===== src/hdl/assert_macros.svh =====
// Assertion macros shared by the OSC parser RTL.
// Expects clk and rst_n (sync, active low) in the scope of use.
`ifndef ASSERT_MACROS_SVH
`define ASSERT_MACROS_SVH

// Property holds at every edge out of reset.
`define OSPC_CHECK(lbl, prop, msg) \
  lbl: assert property (@(posedge clk) disable iff (!rst_n) (prop)) else $error(msg);

// Antecedent implies consequent in the same cycle.
`define OSPC_IMPLY(lbl, ante, cons, msg) \
  lbl: assert property (@(posedge clk) disable iff (!rst_n) (ante) |-> (cons)) else $error(msg);

// Antecedent implies consequent in the next cycle.
`define OSPC_NEXT(lbl, ante, cons, msg) \
  lbl: assert property (@(posedge clk) disable iff (!rst_n) (ante) |=> (cons)) else $error(msg);

`endif


===== src/hdl/ospc_pkg.sv =====
// Types, codes and tag helpers for the OSC message stream parser.
// No dependencies; used by the core, ospc_out and the testbench.
package ospc_pkg;

  localparam int CNT_W = 6;

  localparam logic [7:0] CH_SLASH = 8'h2F;
  localparam logic [7:0] CH_COMMA = 8'h2C;
  localparam logic [7:0] CH_I     = 8'h69;
  localparam logic [7:0] CH_H     = 8'h68;
  localparam logic [7:0] CH_F     = 8'h66;
  localparam logic [7:0] CH_D     = 8'h64;
  localparam logic [7:0] CH_S     = 8'h73;
  localparam logic [7:0] CH_BIG_S = 8'h53;
  localparam logic [7:0] CH_B     = 8'h62;
  localparam logic [7:0] CH_T     = 8'h74;
  localparam logic [7:0] CH_C     = 8'h63;
  localparam logic [7:0] CH_M     = 8'h6D;
  localparam logic [7:0] CH_R     = 8'h72;
  localparam logic [7:0] CH_BIG_T = 8'h54;
  localparam logic [7:0] CH_BIG_F = 8'h46;
  localparam logic [7:0] CH_BIG_N = 8'h4E;
  localparam logic [7:0] CH_BIG_I = 8'h49;

  typedef enum logic [2:0] {
    PH_ADDR, PH_TAGS, PH_ARGS, PH_BLOB, PH_IDLE
  } phase_t;

  typedef enum logic [2:0] {
    K_ADDR, K_SCALAR, K_CONTENT, K_END, K_ACCEPT, K_ERROR
  } kind_t;

  typedef enum logic [2:0] {
    E_BAD_ADDR, E_BAD_TAGSTR, E_UNTERM, E_SHORT, E_NEG_BLOB, E_OVERRUN,
    E_BAD_TAG, E_MANY_TAGS
  } err_t;

  typedef enum logic [1:0] {
    SQ_IN, SQ_BEND, SQ_CHAIN, SQ_TAIL
  } seq_t;

  typedef struct packed {
    kind_t       kind;
    logic [7:0]  tag;
    logic [5:0]  idx;
    logic [63:0] val;
    logic [7:0]  cb;
    err_t        err;
  } res_t;

  // push: new result; fin: it ends the byte's run; flush: mark held one as end
  typedef struct packed {
    logic push;
    logic fin;
    logic flush;
  } emit_ctl_t;

  function automatic logic [3:0] scalar_len(input logic [7:0] t);
    logic [3:0] n;
    n = 4'd0;
    if (t == CH_I || t == CH_F || t == CH_C || t == CH_R || t == CH_M || t == CH_B) n = 4'd4;
    if (t == CH_H || t == CH_D || t == CH_T) n = 4'd8;
    return n;
  endfunction

  function automatic logic is_str(input logic [7:0] t);
    return (t == CH_S) || (t == CH_BIG_S);
  endfunction

  function automatic logic is_dataless(input logic [7:0] t);
    return (t == CH_BIG_T) || (t == CH_BIG_I) || (t == CH_BIG_F) || (t == CH_BIG_N);
  endfunction

endpackage


===== src/hdl/ospc_ifs.sv =====
// Valid/ready channel interfaces for the OSC parser byte input and tokens.
// Depends on nothing.
interface osc_in_if;
  logic       valid;
  logic       ready;
  logic [7:0] data_byte;
  logic       last_byte;
  modport source (output valid, output data_byte, output last_byte, input ready);
  modport sink (input valid, input data_byte, input last_byte, output ready);
endinterface

interface osc_out_if;
  logic        valid;
  logic        ready;
  logic [2:0]  token_kind;
  logic [7:0]  type_tag;
  logic [5:0]  arg_index;
  logic [63:0] arg_value;
  logic [7:0]  content_byte;
  logic [2:0]  error_code;
  logic        last_of_run;
  modport source (output valid, output token_kind, output type_tag, output arg_index,
                  output arg_value, output content_byte, output error_code,
                  output last_of_run, input ready);
  modport sink (input valid, input token_kind, input type_tag, input arg_index,
                input arg_value, input content_byte, input error_code,
                input last_of_run, output ready);
endinterface


===== src/hdl/osc_message_stream_parser_core.sv =====
// OSC 1.0 message stream parser, top level: byte sequencer around the tag RAM.
// Depends on ospc_pkg, ospc_ifs, ospc_ram, ospc_out and assert_macros.svh.
//
// Use: in_ch carries one packet byte per beat (data_byte, last_byte marks the
// final byte). out_ch carries tokens: address bytes, scalars, string/blob
// bytes, content ends, accepted and error; last_of_run flags the final token
// a byte caused. Both are valid/ready; a beat moves when both are high.
// A token goes through the hold slot and the output register to out_ch.
// Throughput: one byte per cycle for address, tag and argument bytes unless
// out_ch stalls. in_ch.ready is low during the tag chain walk after an
// argument or the tag string ends (a tag RAM read per tag visited), a blob's
// end token and a truncation's error token. The tag RAM has one read port,
// so the dataless-tag chain walks it a tag per cycle unless out_ch stalls.
// Reset clears the sequencer and packet state and empties the output; the
// tag RAM needs no clearing since only tags written in the current packet
// are read. When out_ch stalls, the hold slot and output register fill and
// then in_ch.ready drops until the receiver takes beats.
module osc_message_stream_parser_core
  import ospc_pkg::*;
#(
  parameter int MAX_TAGS = 32
) (
  input  logic     clk,
  input  logic     rst_n,
  osc_in_if.sink   in_ch,
  osc_out_if.source out_ch
);
  `include "assert_macros.svh"

  localparam int AW = (MAX_TAGS > 1) ? $clog2(MAX_TAGS) : 1;
  localparam logic [CNT_W-1:0] MAX_CNT = CNT_W'(MAX_TAGS);

  // Packet state
  phase_t           phase_r, phase_nxt;
  seq_t             seq_r, seq_nxt;
  logic [1:0]       off_r, off_nxt;
  logic             start_r, start_nxt;
  logic [CNT_W-1:0] tag_cnt_r, tag_cnt_nxt;
  logic [CNT_W-1:0] argp_r, argp_nxt;
  logic [63:0]      acc_r, acc_nxt;
  logic [3:0]       sleft_r, sleft_nxt;
  logic [30:0]      bleft_r, bleft_nxt;
  logic [7:0]       cur_tag_r, cur_tag_nxt;
  logic             last_r, last_nxt;

  // Step control
  emit_ctl_t  ctl;
  res_t       res;
  logic       push_ok, in_ready, acc_in, lastq;
  logic       go_chain, go_bend, go_tail, endb, tail_done, clr;
  logic       we;
  logic [AW-1:0] rd_addr;
  logic [7:0] rd_tag, b;
  logic [63:0] accv, base;
  logic [3:0]  sl, len;
  logic [30:0] bl;

  function automatic res_t mk(input kind_t k, input logic [7:0] t, input logic [5:0] i,
                              input logic [63:0] v, input logic [7:0] c, input err_t e);
    res_t r;
    r.kind = k; r.tag = t; r.idx = i; r.val = v; r.cb = c; r.err = e;
    return r;
  endfunction

  assign b        = in_ch.data_byte;
  assign in_ready = (seq_r == SQ_IN) && push_ok;
  assign acc_in   = in_ch.valid && in_ready;
  assign in_ch.ready = in_ready;
  assign lastq    = (seq_r == SQ_IN) ? in_ch.last_byte : last_r;
  assign accv     = {acc_r[55:0], b};
  assign len      = scalar_len(cur_tag_r);

  // Read port follows the next arg pointer so the chain sees its tag next cycle
  assign rd_addr = (argp_nxt < MAX_CNT) ? argp_nxt[AW-1:0] : '0;

  ospc_ram #(.W(8), .D(MAX_TAGS)) u_tags (
    .clk   (clk),
    .we    (we),
    .waddr (tag_cnt_r[AW-1:0]),
    .wdata (b),
    .raddr (rd_addr),
    .rdata (rd_tag)
  );

  ospc_out u_out (
    .clk     (clk),
    .rst_n   (rst_n),
    .ctl     (ctl),
    .res     (res),
    .push_ok (push_ok),
    .out_ch  (out_ch)
  );

  // Datapath: one byte step, one blob end, one chain step or the tail error
  always_comb begin
    phase_nxt = phase_r;  off_nxt = off_r;     start_nxt = start_r;
    tag_cnt_nxt = tag_cnt_r; argp_nxt = argp_r; acc_nxt = acc_r;
    sleft_nxt = sleft_r;  bleft_nxt = bleft_r; cur_tag_nxt = cur_tag_r;
    last_nxt = last_r;
    ctl = '0;
    res = mk(K_ADDR, 8'd0, 6'd0, 64'd0, 8'd0, E_BAD_ADDR);
    we = 1'b0; go_chain = 1'b0; go_bend = 1'b0; endb = 1'b0;
    tail_done = 1'b0; clr = 1'b0;
    base = 64'd0;
    sl = 4'd0;
    bl = 31'd0;
    unique case (seq_r)
      SQ_IN: begin
        if (acc_in) begin
          last_nxt = in_ch.last_byte;
          off_nxt  = off_r + 2'd1;
          unique case (phase_r)
            PH_ADDR: begin
              if (start_r) begin
                ctl.push = 1'b1;
                if (b != CH_SLASH) begin
                  res = mk(K_ERROR, 8'd0, argp_r, 64'd0, 8'd0, E_BAD_ADDR);
                  phase_nxt = PH_IDLE;
                end else begin
                  res = mk(K_ADDR, 8'd0, 6'd0, 64'd0, b, E_BAD_ADDR);
                  acc_nxt = 64'd1;
                  start_nxt = 1'b0;
                end
              end else if (b == 8'd0) begin
                ctl.push = 1'b1;
                res = mk(K_END, 8'd0, 6'd0, acc_r, 8'd0, E_BAD_ADDR);
                phase_nxt = PH_TAGS;
                start_nxt = 1'b1;
              end else begin
                ctl.push = 1'b1;
                res = mk(K_ADDR, 8'd0, 6'd0, 64'd0, b, E_BAD_ADDR);
                acc_nxt = acc_r + 64'd1;
              end
            end
            PH_TAGS: begin
              if (start_r) begin
                if (off_r == 2'd0) begin
                  if (b != CH_COMMA) begin
                    ctl.push = 1'b1;
                    res = mk(K_ERROR, 8'd0, argp_r, 64'd0, 8'd0, E_BAD_TAGSTR);
                    phase_nxt = PH_IDLE;
                  end else begin
                    start_nxt = 1'b0;
                  end
                end
              end else if (b == 8'd0) begin
                argp_nxt = '0;
                go_chain = 1'b1;
              end else if (tag_cnt_r >= MAX_CNT) begin
                ctl.push = 1'b1;
                res = mk(K_ERROR, 8'd0, argp_r, 64'd0, 8'd0, E_MANY_TAGS);
                phase_nxt = PH_IDLE;
              end else begin
                we = 1'b1;
                tag_cnt_nxt = tag_cnt_r + 1'b1;
              end
            end
            PH_ARGS: begin
              if (start_r && off_r != 2'd0) begin
                // padding before the next argument
              end else if (start_r && !is_str(cur_tag_r) && len == 4'd0) begin
                ctl.push = 1'b1;
                res = mk(K_ERROR, cur_tag_r, argp_r, 64'd0, 8'd0, E_BAD_TAG);
                phase_nxt = PH_IDLE;
              end else if (start_r && !is_str(cur_tag_r)) begin
                start_nxt = 1'b0;
                acc_nxt = {56'd0, b};
                sleft_nxt = len - 4'd1;
              end else if (is_str(cur_tag_r)) begin
                base = start_r ? 64'd0 : acc_r;
                start_nxt = 1'b0;
                ctl.push = 1'b1;
                if (b == 8'd0) begin
                  res = mk(K_END, cur_tag_r, argp_r, base, 8'd0, E_BAD_ADDR);
                  argp_nxt = argp_r + 1'b1;
                  go_chain = 1'b1;
                end else begin
                  res = mk(K_CONTENT, cur_tag_r, argp_r, 64'd0, b, E_BAD_ADDR);
                  acc_nxt = base + 64'd1;
                end
              end else begin
                // scalar or blob size byte
                sl = (sleft_r != 4'd0) ? sleft_r - 4'd1 : 4'd0;
                acc_nxt = accv;
                sleft_nxt = sl;
                if (sl == 4'd0) begin
                  ctl.push = 1'b1;
                  if (cur_tag_r == CH_B) begin
                    bl = accv[30:0];
                    if (accv[31]) begin
                      res = mk(K_ERROR, cur_tag_r, argp_r, 64'd0, 8'd0, E_NEG_BLOB);
                      phase_nxt = PH_IDLE;
                    end else begin
                      acc_nxt = {33'd0, bl};
                      bleft_nxt = bl;
                      if (bl == 31'd0) begin
                        res = mk(K_END, cur_tag_r, argp_r, 64'd0, 8'd0, E_BAD_ADDR);
                        argp_nxt = argp_r + 1'b1;
                        go_chain = 1'b1;
                      end else begin
                        ctl.push = 1'b0;
                        phase_nxt = PH_BLOB;
                      end
                    end
                  end else begin
                    res = mk(K_SCALAR, cur_tag_r, argp_r, accv, 8'd0, E_BAD_ADDR);
                    argp_nxt = argp_r + 1'b1;
                    go_chain = 1'b1;
                  end
                end
              end
            end
            PH_BLOB: begin
              ctl.push = 1'b1;
              res = mk(K_CONTENT, cur_tag_r, argp_r, 64'd0, b, E_BAD_ADDR);
              bl = (bleft_r != 31'd0) ? bleft_r - 31'd1 : 31'd0;
              bleft_nxt = bl;
              go_bend = (bl == 31'd0);
            end
            default: begin
              // idle: bytes ignored until the final one
            end
          endcase
          endb = !go_chain && !go_bend;
        end
      end
      SQ_BEND: begin
        if (push_ok) begin
          ctl.push = 1'b1;
          res = mk(K_END, cur_tag_r, argp_r, acc_r, 8'd0, E_BAD_ADDR);
          argp_nxt = argp_r + 1'b1;
          go_chain = 1'b1;
        end
      end
      SQ_CHAIN: begin
        if (argp_r >= tag_cnt_r) begin
          if (push_ok) begin
            ctl.push = 1'b1;
            res = mk(K_ACCEPT, 8'd0, argp_r, 64'd0, 8'd0, E_BAD_ADDR);
            phase_nxt = PH_IDLE;
            endb = 1'b1;
          end
        end else if (is_dataless(rd_tag)) begin
          if (push_ok) begin
            ctl.push = 1'b1;
            res = mk(K_SCALAR, rd_tag, argp_r,
                     {63'd0, (rd_tag == CH_BIG_T) || (rd_tag == CH_BIG_I)}, 8'd0, E_BAD_ADDR);
            argp_nxt = argp_r + 1'b1;
          end
        end else if (is_str(rd_tag) || scalar_len(rd_tag) != 4'd0) begin
          phase_nxt = PH_ARGS;
          start_nxt = 1'b1;
          cur_tag_nxt = rd_tag;
          endb = 1'b1;
        end else if (push_ok) begin
          ctl.push = 1'b1;
          res = mk(K_ERROR, rd_tag, argp_r, 64'd0, 8'd0, E_BAD_TAG);
          phase_nxt = PH_IDLE;
          endb = 1'b1;
        end
      end
      SQ_TAIL: begin
        if (push_ok) begin
          ctl.push = 1'b1;
          ctl.fin = 1'b1;
          if (phase_r == PH_BLOB) begin
            res = mk(K_ERROR, cur_tag_r, argp_r, 64'd0, 8'd0, E_OVERRUN);
          end else if (phase_r == PH_ARGS) begin
            res = mk(K_ERROR, cur_tag_r, argp_r, 64'd0, 8'd0,
                     is_str(cur_tag_r) ? E_UNTERM : E_SHORT);
          end else begin
            res = mk(K_ERROR, 8'd0, argp_r, 64'd0, 8'd0, E_UNTERM);
          end
          tail_done = 1'b1;
          clr = 1'b1;
        end
      end
      default: begin
      end
    endcase

    // End of a byte's run: a truncated packet still owes an error token
    go_tail = endb && lastq && (phase_nxt != PH_IDLE);
    if (endb && !go_tail) begin
      ctl.fin = ctl.push;
      ctl.flush = !ctl.push;
      clr = lastq;
    end

    if (clr) begin
      phase_nxt = PH_ADDR;  off_nxt = 2'd0;  start_nxt = 1'b1;
      tag_cnt_nxt = '0;     argp_nxt = '0;   acc_nxt = 64'd0;
      sleft_nxt = 4'd0;     bleft_nxt = 31'd0;
    end
  end

  // Sequencer next state
  always_comb begin
    priority if (go_bend) begin
      seq_nxt = SQ_BEND;
    end else if (go_chain) begin
      seq_nxt = SQ_CHAIN;
    end else if (go_tail) begin
      seq_nxt = SQ_TAIL;
    end else if (endb || tail_done) begin
      seq_nxt = SQ_IN;
    end else begin
      seq_nxt = seq_r;
    end
  end

  always_ff @(posedge clk) begin
    if (!rst_n) begin
      seq_r     <= SQ_IN;
      phase_r   <= PH_ADDR;
      off_r     <= 2'd0;
      start_r   <= 1'b1;
      tag_cnt_r <= '0;
      argp_r    <= '0;
      acc_r     <= 64'd0;
      sleft_r   <= 4'd0;
      bleft_r   <= 31'd0;
      last_r    <= 1'b0;
    end else begin
      seq_r     <= seq_nxt;
      phase_r   <= phase_nxt;
      off_r     <= off_nxt;
      start_r   <= start_nxt;
      tag_cnt_r <= tag_cnt_nxt;
      argp_r    <= argp_nxt;
      acc_r     <= acc_nxt;
      sleft_r   <= sleft_nxt;
      bleft_r   <= bleft_nxt;
      last_r    <= last_nxt;
    end
  end

  always_ff @(posedge clk) begin
    cur_tag_r <= cur_tag_nxt;
  end

  `OSPC_CHECK(a_cnt_bound, tag_cnt_r <= MAX_CNT, "tag count above limit")
  `OSPC_IMPLY(a_arg_live, (seq_r == SQ_IN) && ((phase_r == PH_ARGS) || (phase_r == PH_BLOB)), argp_r < tag_cnt_r, "arg pointer past stored tags")
  `OSPC_NEXT(a_last_clears, acc_in && in_ch.last_byte && (phase_r == PH_IDLE), (seq_r == SQ_IN) && (phase_r == PH_ADDR) && (tag_cnt_r == '0), "final byte did not restart packet")
endmodule


===== src/hdl/ospc_ram.sv =====
// Generic single-write, single-read RAM with registered read data.
// No dependencies.
module ospc_ram #(
  parameter int W = 8,
  parameter int D = 32,
  localparam int AW = (D > 1) ? $clog2(D) : 1
) (
  input  logic          clk,
  input  logic          we,
  input  logic [AW-1:0] waddr,
  input  logic [W-1:0]  wdata,
  input  logic [AW-1:0] raddr,
  output logic [W-1:0]  rdata
);
  logic [W-1:0] mem [D];

  always_ff @(posedge clk) begin
    if (we) begin
      mem[waddr] <= wdata;
    end
    rdata <= mem[raddr];
  end
endmodule


===== src/hdl/ospc_out.sv =====
// Token output staging: a hold slot that learns the end-of-run mark,
// then the output register. Depends on ospc_pkg and osc_out_if.
module ospc_out
  import ospc_pkg::*;
(
  input  logic      clk,
  input  logic      rst_n,
  input  emit_ctl_t ctl,
  input  res_t      res,
  output logic      push_ok,
  osc_out_if.source out_ch
);
  logic pend_v_r, pend_fin_r, out_v_r, out_last_r;
  res_t pend_r, out_res_r;
  logic out_free, move;

  assign out_free = !out_v_r || out_ch.ready;
  assign push_ok  = !pend_v_r || out_free;
  assign move     = pend_v_r && out_free && (ctl.push || pend_fin_r);

  always_ff @(posedge clk) begin
    if (!rst_n) begin
      pend_v_r   <= 1'b0;
      pend_fin_r <= 1'b0;
      out_v_r    <= 1'b0;
    end else begin
      if (out_free) begin
        out_v_r <= move;
      end
      if (ctl.push) begin
        pend_v_r   <= 1'b1;
        pend_fin_r <= ctl.fin;
      end else if (move) begin
        pend_v_r <= 1'b0;
      end else if (ctl.flush && pend_v_r) begin
        pend_fin_r <= 1'b1;
      end
    end
  end

  always_ff @(posedge clk) begin
    if (ctl.push) begin
      pend_r <= res;
    end
    if (move) begin
      out_res_r  <= pend_r;
      out_last_r <= pend_fin_r;
    end
  end

  assign out_ch.valid        = out_v_r;
  assign out_ch.token_kind   = out_res_r.kind;
  assign out_ch.type_tag     = out_res_r.tag;
  assign out_ch.arg_index    = out_res_r.idx;
  assign out_ch.arg_value    = out_res_r.val;
  assign out_ch.content_byte = out_res_r.cb;
  assign out_ch.error_code   = out_res_r.err;
  assign out_ch.last_of_run  = out_last_r;
endmodule


===== src/flat_wrapper.sv =====
// flat-port wrapper written by rule: the top's interface ports become plain ports
module osc_message_stream_parser_core_flat import ospc_pkg::*;
#(
  parameter int MAX_TAGS = 32
)
  (clk, rst_n, in_ch_valid, in_ch_data_byte, in_ch_last_byte, in_ch_ready, out_ch_valid, out_ch_token_kind, out_ch_type_tag, out_ch_arg_index, out_ch_arg_value, out_ch_content_byte, out_ch_error_code, out_ch_last_of_run, out_ch_ready);
  osc_in_if in_ch_i ();
  osc_out_if out_ch_i ();
  input  logic clk;
  input  logic rst_n;
  input wire logic [$bits(in_ch_i.valid)-1:0] in_ch_valid;
  input wire logic [$bits(in_ch_i.data_byte)-1:0] in_ch_data_byte;
  input wire logic [$bits(in_ch_i.last_byte)-1:0] in_ch_last_byte;
  output wire logic [$bits(in_ch_i.ready)-1:0] in_ch_ready;
  output wire logic [$bits(out_ch_i.valid)-1:0] out_ch_valid;
  output wire logic [$bits(out_ch_i.token_kind)-1:0] out_ch_token_kind;
  output wire logic [$bits(out_ch_i.type_tag)-1:0] out_ch_type_tag;
  output wire logic [$bits(out_ch_i.arg_index)-1:0] out_ch_arg_index;
  output wire logic [$bits(out_ch_i.arg_value)-1:0] out_ch_arg_value;
  output wire logic [$bits(out_ch_i.content_byte)-1:0] out_ch_content_byte;
  output wire logic [$bits(out_ch_i.error_code)-1:0] out_ch_error_code;
  output wire logic [$bits(out_ch_i.last_of_run)-1:0] out_ch_last_of_run;
  input wire logic [$bits(out_ch_i.ready)-1:0] out_ch_ready;
  assign in_ch_i.valid = in_ch_valid;
  assign in_ch_i.data_byte = in_ch_data_byte;
  assign in_ch_i.last_byte = in_ch_last_byte;
  assign in_ch_ready = in_ch_i.ready;
  assign out_ch_valid = out_ch_i.valid;
  assign out_ch_token_kind = out_ch_i.token_kind;
  assign out_ch_type_tag = out_ch_i.type_tag;
  assign out_ch_arg_index = out_ch_i.arg_index;
  assign out_ch_arg_value = out_ch_i.arg_value;
  assign out_ch_content_byte = out_ch_i.content_byte;
  assign out_ch_error_code = out_ch_i.error_code;
  assign out_ch_last_of_run = out_ch_i.last_of_run;
  assign out_ch_i.ready = out_ch_ready;
  osc_message_stream_parser_core #(.MAX_TAGS(MAX_TAGS)) u_core (.clk(clk), .rst_n(rst_n), .in_ch(in_ch_i), .out_ch(out_ch_i));
endmodule

===== config.mk =====
export PLATFORM = sky130hd
export DESIGN_NAME = osc_message_stream_parser_core_flat
export DESIGN_NICKNAME = d
export VERILOG_FILES = /design/src/hdl/ospc_pkg.sv /design/src/hdl/ospc_ifs.sv /design/src/hdl/osc_message_stream_parser_core.sv /design/src/hdl/ospc_ram.sv /design/src/hdl/ospc_out.sv /design/src/flat_wrapper.sv
export VERILOG_INCLUDE_DIRS = /design/src /design/src/hdl
export SDC_FILE = /design/constraint.sdc
export NUM_CORES = 1
export LEC_CHECK = 0
export BUFFER_PORTS_ARGS = -buffer_cell sky130_fd_sc_hd__buf_4
export CELL_PAD_IN_SITES_DETAIL_PLACEMENT = 2
export CELL_PAD_IN_SITES_GLOBAL_PLACEMENT = 2
export CORE_MARGIN = 10
export CORE_UTILIZATION = 43
export CTS_CLUSTER_SIZE = 28
export DETAILED_ROUTE_END_ITERATION = 8
export GPL_ROUTABILITY_DRIVEN = 0
export PLACE_DENSITY_LB_ADDON = 0.1
export SLEW_MARGIN = 10
export SYNTH_ARGS = -nofsm -noshare
export SYNTH_HDL_FRONTEND = slang
export SYNTH_HIERARCHICAL = 1
export SYNTH_SLANG_ARGS = --single-unit

===== constraint.sdc =====
create_clock -name clk -period 12 [get_ports clk]
set_input_delay 1.2 -clock clk [delete_from_list [all_inputs] [get_ports clk]]
set_output_delay 1.2 -clock clk [all_outputs]
set_load 0.01 [all_outputs]

==> flow_summary.yaml <==
drt:
  totalWireLength_um: 110000
  drtIter0Drc: 2336
  final_antenna_net_count: 0
  vias: 22468
  wl_per_cell_um: 32.3
  route.detailed.drc: 0
  first_pass_iters: 5
  vias_per_cell: 6.62
cts:
  clkSinkCount: 580
  cts_hold_buf: 0
  clock_latency_ps: 650
  clkTransAtPathRegs_ps: 60
  cts_resized: 0
  cts_tree: "built"
  cts_buffers: 66
  root_buffer: "clkbuf_16"
  clock_path_buffers: 3
  postCtsSetupRepairBufs: 0
  htree_levels: 3
yosys:
  synth_top_area_share_pct: 47.9
  synth_compound_area_share_pct: 14.3
  synth_top_area_cell: "edfxtp_1"
  yosysMostFrequentCell: "edfxtp_1"
  synth_top_family_by_area: "simple AND/OR/NAND/NOR gates"
  yosysWarnings: 6
  synth_area_per_cell_um2: 11.4
  synth_simple_gate_area_share_pct: 15.2
  synthAdderAreaFrac_pct: 0.791
  yosysSeqAreaShare_pct: 57.2
  synthTopCellsByArea: "edfxtp_1, dfxtp_1, mux4_2"
  netlist_area_um2: 28200
  yosys.area_share.xor_xnor_pct: 1.96
  yosys_register_bits: 580
  synthArstFlopShare_pct: 0
  yosysUniqueCellTypes: 87
  synth_flop_cell: "edfxtp_1"
  synthMuxAreaShare_pct: 7.08
  synth-edff-count: 449
  syn-instance-count: 2475
  synth_fp_nets: 2505
  synth_common_cells: "edfxtp_1, nor2_1, nand2_1"
final_layout:
  final-instance-count-excl-fill: 3393
  syn2layout_area_growth_pct: 13.1
  final_nets: 2513
  drive_gt1_share_pct: 14.8
global_route:
  grt_pass1_vias: 23347
  grt.total_usage_pct: 28.4
  overflow: 0
  antenna_found_initial: 1
  grt_pass1_wl_um: 163000
  grt_start_max_net_pins: 68
floorplan:
  die_area_um2: 76100
  ios: 108
  start_util_pct: 43.5
  row_count: 93
  die_h_um: 276
  core_area_um2: 64700
  fp.dieW_um: 276
sta:
  period_minus_slack_ps: 7090
  period_share_pct: 59.1
  fin_worst_skew_ps: 38.2
  final.setup.tns_ps: 0
  rsz0062_at_grt: "false"
  max_freq_mhz: 141
  maxSlewViolCount: 0
  slew_headroom_pct: 10.7
  tightestPinTransition_ps: 1340
  hold_violations: 0
  setup_viol: 0
worst_hold_path:
  worstHoldPathCells: 0
  min_path_type: "flop to flop"
critical_path:
  crit_path_start_kind: "flop"
  worst_setup_path_end_kind: "flop"
  cp.arrival_ps: 7600
  crit_required_ps: 12510
  worst-setup-path-type: "flop to flop"
  ff2ff_path_depth: 16
  critPathMaxFanout: 44
place:
  dp.cells: 3269
  hpwl_um: 72500
  portBuffers: 107
pwr:
  irDropWorstVdd_uv: 164
  p_total_w: 0.00702
  p_per_area_nw_per_um2: 220
  power.leakage_nw: 10.2
job:
  drv_cap: 0
run_status:
  status: "finished clean"
-- critical path, stage by stage, from the launching register on --
cell and delay (ps):
dfxtp_1 640, inv_1 160, ha_1 290, nand2b_1 140, a2111oi_0 450, o21ai_1 390
nor2_1 1010, nor4bb_1 220, a22oi_1 250, nand2_2 170, nor3_1 850, nor3_2 160
buf_4 320, buf_4 420, mux4_2 580, mux4_2 530, mux2_2 300
-- cell type report --
class | count | area (um2)
antenna | 1 | 2.50
clock buffer | 89 | 1780
clock inverter | 33 | 507
fill | 6373 | 32800
inverter | 34 | 128
multi-input combinational | 1655 | 11200
sequential | 580 | 16100
tap | 855 | 1070
timing repair buffer | 146 | 1100
-- report_power, final --
group	total (W)	internal, W	switching (W)
combinational	0.00203	0.000741	0.00129
clock	0.00213	0.00122	0.000908
sequential	0.00287	0.00264	0.000226
total	0.00702	0.00460	0.00242
-- cell usage in the layout, fill, tap and decap left out, types with 17 or more instances in the layout --
master | Yosys | final
nand2_1 | 194 | 192
a22o_1 | 71 | 71
inv_1 | 33 | 33
clkbuf_1 | 175 | 19
mux4_2 | 80 | 80
a31oi_1 | 27 | 26
ha_1 | 17 | 17
a22oi_1 | 55 | 55
nor2_1 | 265 | 260
nor4_1 | 37 | 36
o211ai_1 | 20 | 20
nand3_1 | 70 | 70
a21oi_1 | 121 | 121
buf_4 | 6 | 146
o22ai_1 | 18 | 18
xnor2_1 | 38 | 38
and2_1 | 20 | 20
nand2b_1 | 20 | 20
nand4_1 | 42 | 42
clkbuf_16 | 0 | 66
edfxtp_1 | 449 | 449
xor2_1 | 25 | 25
and3_1 | 32 | 31
o21ai_0 | 151 | 151
a211oi_1 | 20 | 20
nor3_1 | 83 | 77
dfxtp_1 | 131 | 130
-- per-stage QoR --
step,setup WS [ps],util [%],area [um2],hold WS (ps)
after floorplan,2660,-,28200,400
after global placement,5120,45.7,29600,402
after detailed placement,4900,45.7,29600,406
after CTS,5000,49.2,31900,419
after global routing,4610,49.2,31900,421
final,4910,49.3,31900,417
-- metal layers --
layer	track usage (%)	share of wire (%)
met1	38.5	42
met2	46.8	48
met3	4.11	6.8
met4	8.28	2.9
met5	0	0.050
-- flip-flops by register name, indices dropped and copies added (netlist names), 3 cells and up --
signal	count
u_core/phase_r	3
u_core/tag_cnt_r	6
u_core/argp_r	6
u_core/acc_r	64
u_core/u_out/out_ch.token_kind	3
u_core/u_out/out_ch.content_byte	8
u_core/u_tags/mem	256
u_core/u_out/out_ch.arg_value	64
u_core/u_out/out_ch.type_tag	8
u_core/cur_tag_r	8
u_core/u_out/pend_r	92
u_core/u_out/out_ch.error_code	3
u_core/sleft_r	4
u_core/u_tags/rdata	8
u_core/bleft_r	31
u_core/u_out/out_ch.arg_index	6
-- kinds of logic (layout without fill, tap and decap cells) --
logic type / after synthesis / count (layout)
compound gates: 603 / 603
xor+xnor: 63 / 63
fa+ha+maj: 18 / 18
buf+inv: 240 / 302
flops: 580 / 580
mux: 98 / 98
other cells: 0 / 1
simple gates: 873 / 873
-- final timing paths --
kind | startpoint | end | slack (ps)
worst min-delay path | u_core/u_out/pend_r[74] | u_core/u_out/out_ch.arg_value[63] | 420
worst max register to register | u_core/argp_r[0] | u_core/u_tags/rdata[6] | 4910
worst min register to register | u_core/u_out/pend_r[74] | u_core/u_out/out_ch.arg_value[63] | 420
worst max-delay path | u_core/argp_r[0] | u_core/u_tags/rdata[6] | 4910
Note: power is estimated with default switching activity, not from simulation.
